[src/design/dmbm_pkg.sv]
// shared types and constants of the display mode best-match block
`timescale 1ns / 1ps
`default_nettype none
package dmbm_pkg;

  localparam int unsigned MAX_MODES = 256;
  localparam int unsigned CNT_W     = $clog2(MAX_MODES + 1);
  localparam int unsigned QDEPTH    = 2;
  localparam int unsigned QPTR_W    = $clog2(QDEPTH);
  localparam int unsigned QCNT_W    = $clog2(QDEPTH + 1);

  localparam int unsigned DIM_W   = 16;
  localparam int unsigned PCLK_W  = 22;
  localparam int unsigned DEN_W   = 32;
  localparam int unsigned NUM_W   = 36;
  localparam int unsigned DVD_W   = 38;
  localparam int unsigned DSR_W   = 33;
  localparam int unsigned SH_W    = DSR_W + 15;
  localparam int unsigned SCORE_W = 27;
  localparam int unsigned IDX_W   = 8;
  localparam int unsigned CFG_W   = 3;

  localparam logic [15:0] RATE_SCALE = 16'd10000;
  localparam logic [15:0] RATE_MAX   = 16'hFFFF;
  localparam logic [PCLK_W-1:0] PCLK_MAX = 22'h3FFFFF;
  localparam logic [9:0]  SCORE_H_WEIGHT = 10'd1000;
  localparam logic [6:0]  SCORE_C_WEIGHT = 7'd100;
  localparam logic [15:0] FREQ_RESET = 16'd600;

  // x / 10 = (x * DIV10_MAGIC) >> 35, x / 1000 = (x * DIV1000_MAGIC) >> 38, exact on 32 bits
  localparam logic [31:0] DIV10_MAGIC   = 32'hCCCCCCCD;
  localparam logic [31:0] DIV1000_MAGIC = 32'h10624DD3;
  // product / 1000 exceeds the clock range from here on
  localparam logic [44:0] PCLK_SAT_PRODUCT = 45'd4194304000;

  typedef enum logic [CFG_W-1:0] {
    CFG_WANT_WIDTH  = 3'd0,
    CFG_WANT_HEIGHT = 3'd1,
    CFG_WANT_CS     = 3'd2,
    CFG_WANT_FREQ   = 3'd3,
    CFG_STRICT      = 3'd4
  } cfg_idx_e;

  typedef enum logic [1:0] {
    ST_MATCH    = 2'd0,
    ST_FALLBACK = 2'd1,
    ST_FAIL     = 2'd2
  } status_e;

  typedef struct packed {
    logic [DIM_W-1:0] want_width;
    logic [DIM_W-1:0] want_height;
    logic [DIM_W-1:0] want_cs;
    logic [DIM_W-1:0] want_freq;
    logic             strict;
  } cfg_t;

  typedef struct packed {
    logic [DIM_W-1:0]  vis_lines;
    logic [PCLK_W-1:0] pclk;
    logic [DEN_W-1:0]  den;
    logic [DIM_W-1:0]  cspace;
    logic [IDX_W-1:0]  index;
    logic              active;
    logic              first;
    logic              wmatch;
    logic              last;
  } entry_t;

  typedef struct packed {
    status_e            status;
    logic [IDX_W-1:0]   index;
    logic [PCLK_W-1:0]  pclk;
    logic               adjusted;
    logic [SCORE_W-1:0] score;
  } result_t;

endpackage
`default_nettype wire

[src/design/dmbm_queue.sv]
// two-entry queue between the front end and the back end
`timescale 1ns / 1ps
`default_nettype none
module dmbm_queue (
  input  wire logic             clk_i,
  input  wire logic             rst_ni,
  input  wire logic             push_i,
  input  wire dmbm_pkg::entry_t wdata_i,
  input  wire logic             pop_i,
  output dmbm_pkg::entry_t      rdata_o,
  output logic                  full_o,
  output logic                  empty_o
);

  dmbm_pkg::entry_t                mem_q [dmbm_pkg::QDEPTH];
  logic [dmbm_pkg::QPTR_W-1:0]     wptr_q, rptr_q;
  logic [dmbm_pkg::QCNT_W-1:0]     cnt_q;

  assign full_o  = cnt_q == dmbm_pkg::QCNT_W'(dmbm_pkg::QDEPTH);
  assign empty_o = cnt_q == '0;
  assign rdata_o = mem_q[rptr_q];

  always_ff @(posedge clk_i or negedge rst_ni) begin
    if (!rst_ni) begin
      wptr_q <= '0;
      rptr_q <= '0;
      cnt_q  <= '0;
    end else begin
      if (push_i) begin
        wptr_q <= wptr_q + dmbm_pkg::QPTR_W'(1);
      end
      if (pop_i) begin
        rptr_q <= rptr_q + dmbm_pkg::QPTR_W'(1);
      end
      if (push_i && !pop_i) begin
        cnt_q <= cnt_q + dmbm_pkg::QCNT_W'(1);
      end else if (pop_i && !push_i) begin
        cnt_q <= cnt_q - dmbm_pkg::QCNT_W'(1);
      end
    end
  end

  always_ff @(posedge clk_i) begin
    if (push_i) begin
      mem_q[wptr_q] <= wdata_i;
    end
  end

endmodule
`default_nettype wire

[config.mk]
export PLATFORM = sky130hd
export DESIGN_NAME = dmbm_queue
export DESIGN_NICKNAME = d
export VERILOG_FILES = /design/src/design/dmbm_pkg.sv /design/src/design/dmbm_queue.sv
export SDC_FILE = /design/constraint.sdc
export NUM_CORES = 1
export LEC_CHECK = 0
export CORE_ASPECT_RATIO = 1.2
export CORE_MARGIN = 1
export CORE_UTILIZATION = 65
export CTS_BUF_LIST = sky130_fd_sc_hd__clkbuf_8
export DETAILED_ROUTE_END_ITERATION = 16
export DONT_BUFFER_PORTS = 1
export GPL_TIMING_DRIVEN = 0
export PLACE_DENSITY = 0.88
export SYNTH_ARGS = -nofsm -noshare
export SYNTH_HDL_FRONTEND = slang
export SYNTH_SLANG_ARGS = --single-unit
[constraint.sdc]
create_clock -name clk_i -period 6.86 [get_ports clk_i]
set_input_delay 0.343 -clock clk_i [delete_from_list [all_inputs] [get_ports clk_i]]
set_output_delay 0.343 -clock clk_i [all_outputs]
set_load 0.1 [all_outputs]
==> flow_metrics.py, run 1 <==
metrics = {
    "floorplanning": {
        "fp.dieW_um": 98.7,
        "die_height_um": 118,
        "rows": 42,
        "initial_core_util": 0.663,
        "io_pins": 202,
    },
    "logic_synthesis": {
        "yosys_warnings": 0,
        "mappedNetlistArea_mm2": 0.00729,
        "synthCells": 321,
        "syn_nets": 424,
        "syn_avg_cell_area_um2": 22.7,
        "yosysUniqueCellTypes": 13,
        "synth-seq-cells": 200,
        "ys_seq_area_frac": 0.821,
    },
    "cts": {
        "cts_root_buf": "clkbuf_8",
        "clockBufferDepth": 2,
        "cts.sinks": 200,
        "cts_setup_buffers": 0,
        "cts_buffers": 17,
        "holdBufCountCts": 101,
        "cts-htree-levels": 4,
        "cts_resized": 0,
    },
    "placed_design": {
        "dp_slack_ns": 4.99,
        "gp_congestion": 0.703,
        "dp_hpwl_um": 7610,
        "portBuffers": 0,
    },
    "status": {
        "outcome": "aborted with a tool error",
        "tool.error": "[ERROR RSZ-0060] Max buffer count reached.",
        "stop_stage": "clock tree synthesis",
    },
}
-- synthesized netlist by cell type --
cell type  number  area, um2
dfrtp_1         4        100
mux2_2         88        991
xor2_1          4       35.0
nor2b_1         2       12.5
xnor2_1         1       8.76
ha_1            1       12.5
mux2_4         10        150
and2_1          1       6.26
inv_1           1       3.75
buf_6           3       33.8
buf_2           8       40.0
nor2_1          2       7.51
edfxtp_1      196       5890
-- per-stage QoR --
step / TNS [ns] / cells / cell area, um2
floorplan: 0 / 321 / 7290
global placement: -15.22 / 453 / 7450
detailed placement: 0 / 456 / 7530
-- logic make-up after synthesis --
group	after synthesis	synth area share
xor gates and xnor gates	5	0.00601
muxes	98	0.157
and+or+nand+nor	5	0.00361
buffers and inverters	12	0.0106
DFF	200	0.821
adders and majority gates	1	0.00172
==> run 2, diff against run 1 <==
==> config.mk (replaced) <==
export PLATFORM = sky130hd
export DESIGN_NAME = dmbm_queue
export DESIGN_NICKNAME = d
export VERILOG_FILES = /design/src/design/dmbm_pkg.sv /design/src/design/dmbm_queue.sv
export SDC_FILE = /design/constraint.sdc
export NUM_CORES = 1
export LEC_CHECK = 0
export CORE_MARGIN = 1
export CORE_UTILIZATION = 40
export DETAILED_ROUTE_END_ITERATION = 16
export DONT_BUFFER_PORTS = 1
export GPL_TIMING_DRIVEN = 0
export PLACE_DENSITY_LB_ADDON = 0.15
export SYNTH_ARGS = -nofsm -noshare
export SYNTH_HDL_FRONTEND = slang
export SYNTH_SLANG_ARGS = --single-unit
==> flow_metrics.py, run 2 <==
metrics = {
    "setup_path": {
        "start_kind": "flop",
        "r2r-start": "wptr_q",
        "crit_path_end_kind": "output port",
        "arrival_ns": 1.83,
        "r2r_slack_ns": 5.04,
        "path_max_fanout": 10,
        "critPathKind": "flop to output port",
        "cp_data_required_time_ns": 6.52,
        "reg2reg_depth": 2,
        "reg2reg_to": "mem_q[0][43]",
    },
    "sta": {
        "fin_crit_sh": 0.316,
        "rsz0062_at_grt": "no",
        "setup_viol": 0,
        "hold_viol_final": 0,
        "relSlewSlack": 0.279,
        "tightestPinTransition_ns": 1.08,
        "slew_viol_final": 0,
        "skew_ns": 0.00561,
        "whs_ns": 0.182,
        "min_period_ns": 2.17,
        "max_clock_freq_mhz": 461,
    },
    "logic_synthesis": {
        "yosys-top-cells-count": "edfxtp_1, mux2_2, mux2_4",
        "synth_edf_count": 196,
        "async_flop_share": 0.0200,
        "synth_top_area_cell": "edfxtp_1",
        "ys_seq_area_frac": 0.821,
        "mappedNetlistArea_mm2": 0.00729,
        "syn_avg_cell_area_um2": 22.7,
        "syn_nets": 424,
        "synth_top_area_frac": 0.808,
        "yosysMostFrequentCell": "edfxtp_1",
        "yosysUniqueCellTypes": 13,
        "synthCells": 321,
        "synth-seq-cells": 200,
        "ys_top_cells_by_area": "edfxtp_1, mux2_2, mux2_4",
        "yosys_warnings": 0,
        "ys.flop_type": "edfxtp_1",
    },
    "status": {
        "outcome": "finished clean",
    },
    "finish": {
        "drive_above_1_share": 0.308,
        "antenna_cells": 0,
        "largest_reg_flops": 196,
        "reg_top3": "mem_q (196), cnt_q (2)",
        "regMostFlops": "mem_q",
        "final_nets": 554,
        "final_cell_mix": "edfxtp_1, dlygate4sd3_1, mux2_2, clkbuf_16, mux2_4",
        "final_common_cell": "edfxtp_1",
        "areaGrowthSynthToFinish_pct": 27.5,
    },
    "grt": {
        "overflow": 0,
        "track_usage": 0.139,
        "antenna_found_initial": 0,
        "first_global_vias": 3531,
        "grt_max_degree": 66,
        "grt_pass1_wl_um": 19100,
    },
    "drt": {
        "drtIter0Drc": 160,
        "first_pass_iters": 4,
        "vias_per_cell": 4.83,
        "detail_route.wl_per_cell_um": 18.7,
        "drc": 0,
        "num_vias": 3330,
        "drtAntennaViolNets": 0,
        "wl_um": 12900,
    },
    "placed_design": {
        "dp_hpwl_um": 8240,
        "gp_congestion": 0.666,
        "portBuffers": 0,
    },
    "cts": {
        "cts_root_buf": "clkbuf_16",
        "clk_pin_slew_ns": 0.06,
        "clockBufferDepth": 2,
        "cts_setup_buffers": 0,
        "cts-htree-levels": 4,
        "cts.sinks": 200,
        "tritoncts": "done",
        "clk_latency_ns": 0.42,
        "cts_buffers": 17,
    },
    "run": {
        "maxCapViolations": 0,
    },
    "floorplanning": {
        "rows": 48,
        "io_pins": 202,
        "fp.dieW_um": 137,
        "core_area_mm2": 0.0175,
        "die_area_mm2": 0.0188,
        "initial_core_util": 0.416,
        "die_height_um": 137,
    },
    "hold_path": {
        "holdCritPathClass": "input port to flop",
        "hold_end": "cnt_q[0]",
        "hold-path-cell-count": 2,
        "min-delay-start": "push_i",
    },
}
==> run 2: worst max path at each step <==
stage,end,from,slack (ns)
global placement,mem_q[0][92],wptr_q,-1.05
floorplan,mem_q[0][0],wptr_q,1.55
CTS,rdata_o[44],rptr_q,4.63
finish,rdata_o[44],rptr_q,4.69
detailed placement,mem_q[0][79],wptr_q,5.03
global route,rdata_o[44],rptr_q,4.60
==> run 2: cell families after synthesis <==
group,count (synthesis),synth area share
XOR/XNOR,5,0.00601
flip-flops,200,0.821
adder cells (fa/ha/maj),1,0.00172
AND/OR/NAND/NOR,5,0.00361
multiplexers,98,0.157
buffers and inverters,12,0.0106
==> run 2: metrics by stage <==
stage	util	instance area, um2	cells	setup WS (ns)	TNS (ns)
final	0.530	9290	689	4.69	0
after global routing	0.530	9290	689	4.60	0
after CTS	0.523	9180	678	4.63	0
after detailed placement	0.438	7680	550	5.03	0
after global placement	0.432	7570	546	-1.05	-102.29
after floorplan	-	7290	321	1.55	0
==> run 2: timing repair <==
action,4_1_cts,5_1_grt
hold endpoints to repair,182,18
hold buffers,96,11
gates resized for setup,0,0
==> run 2: critical path, stage by stage (launching register included) <==
cell and delay (ns):
dfrtp_1 0.34, buf_6 0.16, buf_2 0.29, mux2_2 0.61
==> run 2: routing by layer <==
metal  track usage  part of all wire  vias to the layer above
li1              -                 -                     1526
met1         0.167              0.41                     1658
met2         0.222              0.49                      134
met3        0.0600             0.092                       12
met4        0.0549             0.013                        0
met5             0                 0                        -
==> run 2: final cells by class <==
| class | instances | area (um2) |
|---|---|---|
| well taps | 225 | 282 |
| flip-flops and latches | 200 | 5990 |
| repair buffers | 111 | 1170 |
| multi-input cells | 109 | 1240 |
| fillers | 1412 | 8250 |
| clock buffers | 19 | 433 |
| plain buffers | 11 | 73.8 |
| clock inverters | 13 | 105 |
| inverters | 1 | 3.75 |
Power of run 2 is left out: the tool's default activity adds up to more than one toggle a clock period on the data nets, which glitch-free logic cannot reach.
