===== src/design/dmbm_pkg.sv =====
// shared types and constants of the display mode best-match block
`timescale 1ns / 1ps
`default_nettype none
package dmbm_pkg;

  localparam int unsigned MAX_MODES = 256;
  localparam int unsigned CNT_W     = $clog2(MAX_MODES + 1);
  localparam int unsigned QDEPTH    = 2;
  localparam int unsigned QPTR_W    = $clog2(QDEPTH);
  localparam int unsigned QCNT_W    = $clog2(QDEPTH + 1);

  localparam int unsigned DIM_W   = 16;
  localparam int unsigned PCLK_W  = 22;
  localparam int unsigned DEN_W   = 32;
  localparam int unsigned NUM_W   = 36;
  localparam int unsigned DVD_W   = 38;
  localparam int unsigned DSR_W   = 33;
  localparam int unsigned SH_W    = DSR_W + 15;
  localparam int unsigned SCORE_W = 27;
  localparam int unsigned IDX_W   = 8;
  localparam int unsigned CFG_W   = 3;

  localparam logic [15:0] RATE_SCALE = 16'd10000;
  localparam logic [15:0] RATE_MAX   = 16'hFFFF;
  localparam logic [PCLK_W-1:0] PCLK_MAX = 22'h3FFFFF;
  localparam logic [9:0]  SCORE_H_WEIGHT = 10'd1000;
  localparam logic [6:0]  SCORE_C_WEIGHT = 7'd100;
  localparam logic [15:0] FREQ_RESET = 16'd600;

  // x / 10 = (x * DIV10_MAGIC) >> 35, x / 1000 = (x * DIV1000_MAGIC) >> 38, exact on 32 bits
  localparam logic [31:0] DIV10_MAGIC   = 32'hCCCCCCCD;
  localparam logic [31:0] DIV1000_MAGIC = 32'h10624DD3;
  // product / 1000 exceeds the clock range from here on
  localparam logic [44:0] PCLK_SAT_PRODUCT = 45'd4194304000;

  typedef enum logic [CFG_W-1:0] {
    CFG_WANT_WIDTH  = 3'd0,
    CFG_WANT_HEIGHT = 3'd1,
    CFG_WANT_CS     = 3'd2,
    CFG_WANT_FREQ   = 3'd3,
    CFG_STRICT      = 3'd4
  } cfg_idx_e;

  typedef enum logic [1:0] {
    ST_MATCH    = 2'd0,
    ST_FALLBACK = 2'd1,
    ST_FAIL     = 2'd2
  } status_e;

  typedef struct packed {
    logic [DIM_W-1:0] want_width;
    logic [DIM_W-1:0] want_height;
    logic [DIM_W-1:0] want_cs;
    logic [DIM_W-1:0] want_freq;
    logic             strict;
  } cfg_t;

  typedef struct packed {
    logic [DIM_W-1:0]  vis_lines;
    logic [PCLK_W-1:0] pclk;
    logic [DEN_W-1:0]  den;
    logic [DIM_W-1:0]  cspace;
    logic [IDX_W-1:0]  index;
    logic              active;
    logic              first;
    logic              wmatch;
    logic              last;
  } entry_t;

  typedef struct packed {
    status_e            status;
    logic [IDX_W-1:0]   index;
    logic [PCLK_W-1:0]  pclk;
    logic               adjusted;
    logic [SCORE_W-1:0] score;
  } result_t;

endpackage
`default_nettype wire


===== src/design/dmbm_front.sv =====
// front end: accepts modes, numbers them and classifies them for the back end
`timescale 1ns / 1ps
`default_nettype none
module dmbm_front (
  input  wire logic                        clk_i,
  input  wire logic                        rst_ni,
  input  wire logic                        push_i,
  input  wire logic                        q_full_i,
  input  wire logic [dmbm_pkg::DIM_W-1:0]  want_width_i,
  input  wire logic [15:0]                 mode_width_i,
  input  wire logic [15:0]                 mode_vis_lines_i,
  input  wire logic [21:0]                 mode_pixel_clock_i,
  input  wire logic [15:0]                 mode_h_total_i,
  input  wire logic [15:0]                 mode_v_total_i,
  input  wire logic [15:0]                 mode_cspace_i,
  input  wire logic                        last_mode_i,
  output logic                             q_push_o,
  output dmbm_pkg::entry_t                 q_data_o
);

  logic [dmbm_pkg::CNT_W-1:0] count_q, count_d;
  logic                       active;

  assign active   = count_q < dmbm_pkg::CNT_W'(dmbm_pkg::MAX_MODES);
  assign q_push_o = push_i && !q_full_i;

  always_comb begin
    q_data_o.vis_lines   = mode_vis_lines_i;
    q_data_o.pclk        = mode_pixel_clock_i;
    q_data_o.den         = dmbm_pkg::DEN_W'(mode_h_total_i) * dmbm_pkg::DEN_W'(mode_v_total_i);
    q_data_o.cspace      = mode_cspace_i;
    q_data_o.index       = count_q[dmbm_pkg::IDX_W-1:0];
    q_data_o.active      = active;
    q_data_o.first       = count_q == '0;
    q_data_o.wmatch      = mode_width_i == want_width_i;
    q_data_o.last        = last_mode_i;
  end

  always_comb begin
    count_d = count_q;
    if (q_push_o) begin
      if (last_mode_i) begin
        count_d = '0;
      end else if (active) begin
        count_d = count_q + dmbm_pkg::CNT_W'(1);
      end
    end
  end

  always_ff @(posedge clk_i or negedge rst_ni) begin
    if (!rst_ni) begin
      count_q <= '0;
    end else begin
      count_q <= count_d;
    end
  end

endmodule
`default_nettype wire


===== config.mk =====
export PLATFORM = sky130hd
export DESIGN_NAME = dmbm_front
export DESIGN_NICKNAME = d
export VERILOG_FILES = /design/src/design/dmbm_pkg.sv /design/src/design/dmbm_front.sv
export SDC_FILE = /design/constraint.sdc
export NUM_CORES = 1
export LEC_CHECK = 0
export ABC_AREA = 1
export BUFFER_PORTS_ARGS = -buffer_cell sky130_fd_sc_hd__buf_2
export CAP_MARGIN = 20
export CORE_ASPECT_RATIO = 1.4
export CORE_MARGIN = 4
export CORE_UTILIZATION = 35
export CTS_CLUSTER_SIZE = 25
export DETAILED_ROUTE_END_ITERATION = 10
export GPL_TIMING_DRIVEN = 1
export PLACE_DENSITY = 0.6
export SKIP_CTS_REPAIR_TIMING = 1
export SYNTH_ARGS = -nofsm -noshare
export SYNTH_HDL_FRONTEND = slang
export SYNTH_SLANG_ARGS = --single-unit

===== constraint.sdc =====
create_clock -name clk_i -period 8.57 [get_ports clk_i]
set_input_delay 0 -clock clk_i [delete_from_list [all_inputs] [get_ports clk_i]]
set_output_delay 0 -clock clk_i [all_outputs]
set_load 0.01 [all_outputs]

---- Yosys cells after proc, flatten, opt, wreduce, memory -nomap -nowiden ----
Cells that the tools add are included.
storage, ports and cells
  register bits ........................... 9
  input bits .............................. 123
  output and inout bits ................... 99
  logic and storage cells ................. 12
cells by class
  add/subtract/negate cells ............... 1
  multipliers ............................. 1
  order comparisons ....................... 1
  equal/unequal tests ..................... 1
  multiplexer cells ....................... 2
  reduce and logical (&&, ||, !) cells .... 5
operators by type and width
  operator               number
  $mul A16 B16 Y32       1
  $mux W9                2
  $eq A16 B16 Y1         1
  $add A9 B1 Y9 const B  1
  $logic_not A9 Y1       1
  $lt A9 B9 Y1 const B   1
  $reduce_and A2 Y1      1
  $reduce_bool A2 Y1     1
  $logic_and A1 B1 Y1    1
  $logic_not A1 Y1       1

---- Depth between registers and ports, before layout ----
Gate-level depths: netlist of run 1.
  word-level depth ........................ 3
  mapped depth ............................ 25
  mapped depth without buffers ............ 23

---- Worst setup path after synthesis of run 1 ----
Ideal clock, no wire load.
  path type ............................... in2out
  start point ............................. input port mode_v_total_i[7]
  end point ............................... output port q_data_o[47] (netlist name)
  data arrival time ....................... 4.804 ns
  required time ........................... 8.570 ns
  setup slack ............................. 3.766 ns
  cell stages on the path ................. 24
  buffers on the path ..................... 2
  cells stage by stage .................... clkbuf_1 clkbuf_1 nand2_1 fa_1 inv_1 fa_1 inv_1 fa_1 inv_1 fa_1 fa_1 inv_1 fa_1 inv_1 ha_1 nand2_2 inv_1 nand2_1 nand3_1 nand2_1 nand2_1 inv_1 nand2_1 xor2_1
RTL lines
  what             RTL line          source
  start, declared  dmbm_front.sv:14  input wire logic [15:0] mode_v_total_i,
  end, declared    dmbm_front.sv:18  output dmbm_pkg::entry_t q_data_o

==> run summary, run 1 <==
Detailed Route WL -> 27.3 mm
DP HPWL -> 24.1 mm
Fraction of layout cells with a size suffix above 1 -> 0.0999
Worst-Skew Late Latency -> 0.24 ns
Final Hold Violating Endpoints -> 0
Slew at the pin closest to its max-slew limit -> 0.421 ns
CP required -> 8.57 ns
# port buffers -> 113
Critical Path Source -> mode_h_total_i[10]
Area grow syn2layout -> 3.89%
Starting Density -> 0.356
Hold Crit Class -> input pin to output port
Hold Startpoint -> mode_cspace_i[0]
Avg WL per Cell -> 14.3 um
Dominant synthesized flop cell -> dfrtp_1
Hold slack -> 0.00000281 ns
Reg with most FFs -> count_q
RR Startpoint -> count_q[0]
Num rows -> 75
Die ar. -> 33,400 um^2
DRT iter0 DRCs -> 352
Async SR Flop Fraction -> 1.00
CTS max path bufs -> 2
Non-Filler Instances -> 1,906
Most frequent cell on the critical path -> fa_1
Inserted Clock Buffers -> 3
Syn Area/Cell -> 6.98 um^2
Vias -> 8,719
Fmax -> 195 MHz
Via density -> 4.57
# diodes -> 0
Post-synth cell types -> 27
Seq cells post-synth -> 9
CTS tree -> yes
I/O pins -> 222
Initial antenna violation count -> 1
Regs by FF count -> count_q: 9 flops
Crit path DAT -> 5.12 ns
Number of synthesized flops with an enable pin -> 0
DP Cell Count -> 1,901
CORE AREA -> 30,000 um^2
Total track usage -> 0.168
Fin Clk Skew -> 0.00288 ns
Synth Instances -> 1,531
Unrepaired setup endpoints after global routing -> no
Min Tclk post-route -> 5.12 ns
Vias in the first global route -> 9,422
Crit path max fanout -> 16
Slew headroom -> 0.719
Max FFs per register -> 9
Nets -> 1,945
Slowest CP cell -> fa_1
DRT Pass-1 Iters -> 4
Synth top area share -> 0.364
Total grt overflow -> 0
Clock sinks -> 9
Root buffer cell -> clkbuf_16
Antenna-violating nets left -> 0
Drt drc -> 0
Sequential area share after synthesis -> 0.0211
Worst Setup End Kind -> output port
Setup TNS Final -> 0 ns
GPL Wtd Cong -> 0.881
Top cells by area, synth -> fa_1 36%, nand2_1 16%, inv_1 16%
Max_cap viols -> 0
Global-route wire length before repair -> 46.5 mm
Outcome -> completed
CP peak stage delay -> 0.58 ns
Mapped Nets -> 1,954
Chip width -> 156 um
Mapped cell area -> 10,700 um^2
Crit-path cells -> buf_2 > nand2_1 > fa_1 > fa_1 > fa_1 > fa_1 > inv_1 > fa_1 > inv_1 > fa_1 > inv_1 > ha_1 > nand2_2 > nor2_2 > nand3_1 > nand3_2 > xor2_1 > buf_2
Endpoints failing setup -> 0
Kind of critical path -> input pin to output port
Pin count of the biggest net entering global routing -> 17
Yosys warns -> 0
CP Launch Type -> input pin
Synth area leader -> fa_1
Die span in y -> 215 um
Final worst-path cycle share -> 0.597
H-Tree Level Count -> 1
Max-slew violation count -> 0
## cell families after synthesis
kind of cell	Yosys count	synth area share
simple gates	583	0.225
buf+inv	576	0.225
fa+ha+maj	300	0.488
compound gates	33	0.0162
xor+xnor	30	0.0246
flops	9	0.0211
## metal layers
| layer | vias to the layer above | GRT usage | routed length [um] |
|---|---|---|---|
| met2 | 182 | 0.314 | 14700 |
| li1 | 4215 | - | - |
| met5 | - | 0 | 13 |
| met1 | 4239 | 0.204 | 10600 |
| met4 | 2 | 0.0528 | 888 |
| met3 | 81 | 0.0113 | 1010 |
## metrics by stage
stage                     utilization  setup slack (ns)  instance area, um^2
after global routing            0.370              3.11                11100
after detailed placement        0.367              3.44                11000
after floorplan                     -              3.77                10700
final                           0.370              3.45                11100
after global placement          0.367              3.45                11000
after CTS                       0.369              3.42                11100
## synthesized netlist by cell type (5+ instances only)
master and number:
dfrtp_1 9, inv_1 447, ha_1 106, nand4_1 8
clkbuf_1 64, nor3_1 6, nor2_2 8, nand3_1 34
xnor2_1 7, fa_1 194, buf_4 64, nand2_2 13
a21oi_1 23, nand3_2 5, xor2_1 23, nor2_1 39
o21ai_0 7, nand2_1 460
## worst max-delay path, delay by kind of cell
family	cells	cell delay, ns
xor+xnor	1	0.24
buf+inv	5	0.66
fa+ha+maj	7	3.45
simple gates	5	0.72
## final cells by class
cell class	count	area, um^2
clock buffer	4	78.8
fill	3201	18900
inverter	448	1680
multi-input combinational	946	8050
sequential	9	225
tap	385	482
timing repair buffer	114	576
## cells in the final DEF (no fill, tap or decap)
cell type and instances:
o21bai_1 1, a21o_1 1, xor2_1 23, fa_1 194
or2_2 4, nor3_1 6, o21ai_0 7, dlygate4sd3_1 1
nor2_4 1, nor2_2 8, nand3_2 5, a21oi_1 23
and3_1 1, o211ai_1 1, nor3_2 2, clkbuf_16 3
inv_2 1, clkbuf_1 1, dfrtp_1 9, ha_1 106
nor2_1 39, nand2_2 13, nand3b_4 2, nand2_1 460
nand4_1 8, nand3_1 34, buf_2 113, xnor2_1 7
inv_1 447
## final timing paths
| path | end | slack, ns | depth (start not counted) |
|---|---|---|---|
| worst min-delay path | q_data_o[12] | 0.000003 | 0 |
| worst min register to register | count_q[0] | 0.56 | 1 |
| min in group asynchronous | count_q[8] | 0.17 | 2 |
| max in group asynchronous | count_q[3] | 8.21 | 2 |
| worst max-delay path | q_data_o[41] | 3.45 | 18 |
| worst max register to register | count_q[6] | 7.14 | 6 |
Power of run 1 is left out: the tool's default activity adds up to more than one toggle a clock period on the data nets, which glitch-free logic cannot reach.
==> run 2: changes to the inputs <==
PLACE_DENSITY = 0.62   (was 0.6)
clock period = 4.1 ns   (was 8.57 ns; I/O delays follow)
==> run summary, run 2 (same netlist as run 1, synthesis figures left out) <==
Regs by FF count -> count_q: 9 flops
CTS tree -> yes
Number of fill cells -> 3,026 (-5.5%)
Final Hold Violating Endpoints -> 0 (unchanged)
CP delay by family, top -> adder cells
Detailed Route WL -> 28.5 mm (+4.5%)
Critical path depth -> 24 (+6)
Die ar. -> 33,400 um^2 (unchanged)
Hold depth -> 0 (unchanged)
CP required -> 4.10 ns (-4.47 ns)
Vias in the first global route -> 9,911 (+5.2%)
Global-route wire length before repair -> 46.7 mm (+0.50%)
I/O pins -> 222 (unchanged)
Root buffer cell -> clkbuf_16
Max-slew violation count -> 0 (unchanged)
Drt drc -> 0 (unchanged)
Slowest CP cell -> fa_1
Total track usage -> 0.169 (+0.00111)
Final worst-path cycle share -> 1.17
Worst r2r path cells -> 6 (unchanged)
Via density -> 4.54 (-0.69%)
Failing checks -> negative setup slack
Fraction of layout cells with a size suffix above 1 -> 0.281 (+0.181)
CORE AREA -> 30,000 um^2 (unchanged)
Slew at the pin closest to its max-slew limit -> 0.427 ns (+0.00614 ns)
Fmax -> 209 MHz
Unrepaired setup endpoints after global routing -> yes
Starting Density -> 0.356 (unchanged)
Worst Setup End Kind -> output port
Commonest non-fill, non-tap cell in the layout -> inv_1
DRT iter0 DRCs -> 324 (-8.0%)
Kind of critical path -> input pin to output port
Pin count of the biggest net entering global routing -> 17 (unchanged)
Final WS setup -> -0.686 ns (-4.14 ns)
Crit-path cells -> buf_12 > buf_12 > nand2_4 > inv_2 > fa_1 > inv_2 > fa_2 > fa_2 > fa_1 > inv_2 > fa_1 > inv_2 > fa_1 > inv_2 > ha_4 > nand2_4 > nor2_4 > nand2_1 > nand3_4 > nand2_1 > nand2_1 > nand2_1 > nand2_2 > buf_2
CP Launch Type -> input pin
Hold-critical path endpoint -> q_data_o[16]
GPL Wtd Cong -> 0.871 (-1.1%)
Flop-to-flop setup slack -> 2.64 ns (-4.50 ns)
Num rows -> 75 (unchanged)
CP peak stage delay -> 0.56 ns (-0.02 ns)
Outcome -> complete, but fails checks
Max FFs per register -> 9 (unchanged)
DP HPWL -> 25.3 mm (+4.8%)
Crit path DAT -> 4.79 ns (-0.33 ns)
Most frequent cells in the layout -> 411 x inv_1, 376 x nand2_1, 182 x fa_1, 98 x buf_4, 88 x ha_1
Max_cap viols -> 0 (unchanged)
Fin util -> 0.441 (+0.0717)
Initial antenna violation count -> 0 (-1)
Slew headroom -> 0.713 (-0.00629)
Inserted Clock Buffers -> 3 (unchanged)
Nets -> 2,057 (+5.8%)
H-Tree Level Count -> 1 (unchanged)
Reg2reg end -> count_q[6]
Clock sinks -> 9 (unchanged)
DRT Pass-1 Iters -> 5 (+1)
Most frequent cell on the critical path -> inv_2
Setup TNS Final -> -13.61 ns (-13.61 ns)
Vias -> 9,168 (+5.1%)
Worst-Skew Late Latency -> 0.24 ns (about the same)
Worst path bufs/invs -> 8 (+3)
Reg with most FFs -> count_q
Die span in y -> 215 um (unchanged)
Min Tclk post-route -> 4.79 ns
Antenna-violating nets left -> 0 (unchanged)
Chip width -> 156 um (unchanged)
Endpoints failing setup -> 23 (+23)
Hold Crit Class -> input pin to output port
RR Startpoint -> count_q[0]
# port buffers -> 113 (unchanged)
CTS max path bufs -> 2 (unchanged)
Fin Clk Skew -> 0.00202 ns (-0.000868 ns)
Area grow syn2layout -> 24.1%
Hold Startpoint -> mode_cspace_i[4]
Avg WL per Cell -> 14.1 um (-1.3%)
Total grt overflow -> 0 (unchanged)
# diodes -> 0 (unchanged)
Crit path max fanout -> 6 (-10)
## run 2: stage by stage
stage / instances / cell area (um^2) / worst slack, ns / hold slack [ns]
2_1_floorplan: 1531 / 11400 / -0.362 / -0.296
3_3_place_gp: 2001 / 12100 / -0.868 / -0.129
3_5_place_dp: 2001 / 12100 / -0.838 / -0.127
4_1_cts: 2005 / 12200 / -0.869 / -0.376
5_1_grt: 2018 / 13200 / -0.835 / 0.0000164
6_report: 2018 / 13200 / -0.686 / 0.00000282
## run 2: per-layer routing
metal	GRT usage	share of wire	wire length, um	vias to the layer above
met3	0.0109	0.039	1120	109
met4	0.0777	0.060	1720	0
li1	-	-	-	4432
met2	0.329	0.54	15500	212
met1	0.184	0.36	10200	4415
met5	0	0	0	-
## run 2: worst max-delay path by stage
stage,startpoint,endpoint
2_1_floorplan,mode_v_total_i[9],q_data_o[54]
3_3_place_gp,mode_v_total_i[1],q_data_o[45]
3_5_place_dp,mode_h_total_i[5],q_data_o[59]
4_1_cts,mode_h_total_i[5],q_data_o[56]
5_1_grt,mode_h_total_i[6],q_data_o[51]
6_report,mode_h_total_i[6],q_data_o[51]
## run 2: layout make-up
class	count	area, um^2	share of cell area
Sequential cell	9	225	0.0170
Timing Repair Buffer	226	1800	0.136
Multi-Input combinational cell	946	8980	0.678
Inverter	448	1680	0.127
Tap cell	385	482	0.0364
Clock buffer	4	78.8	0.00595
Power of run 2 is left out for the same reason.
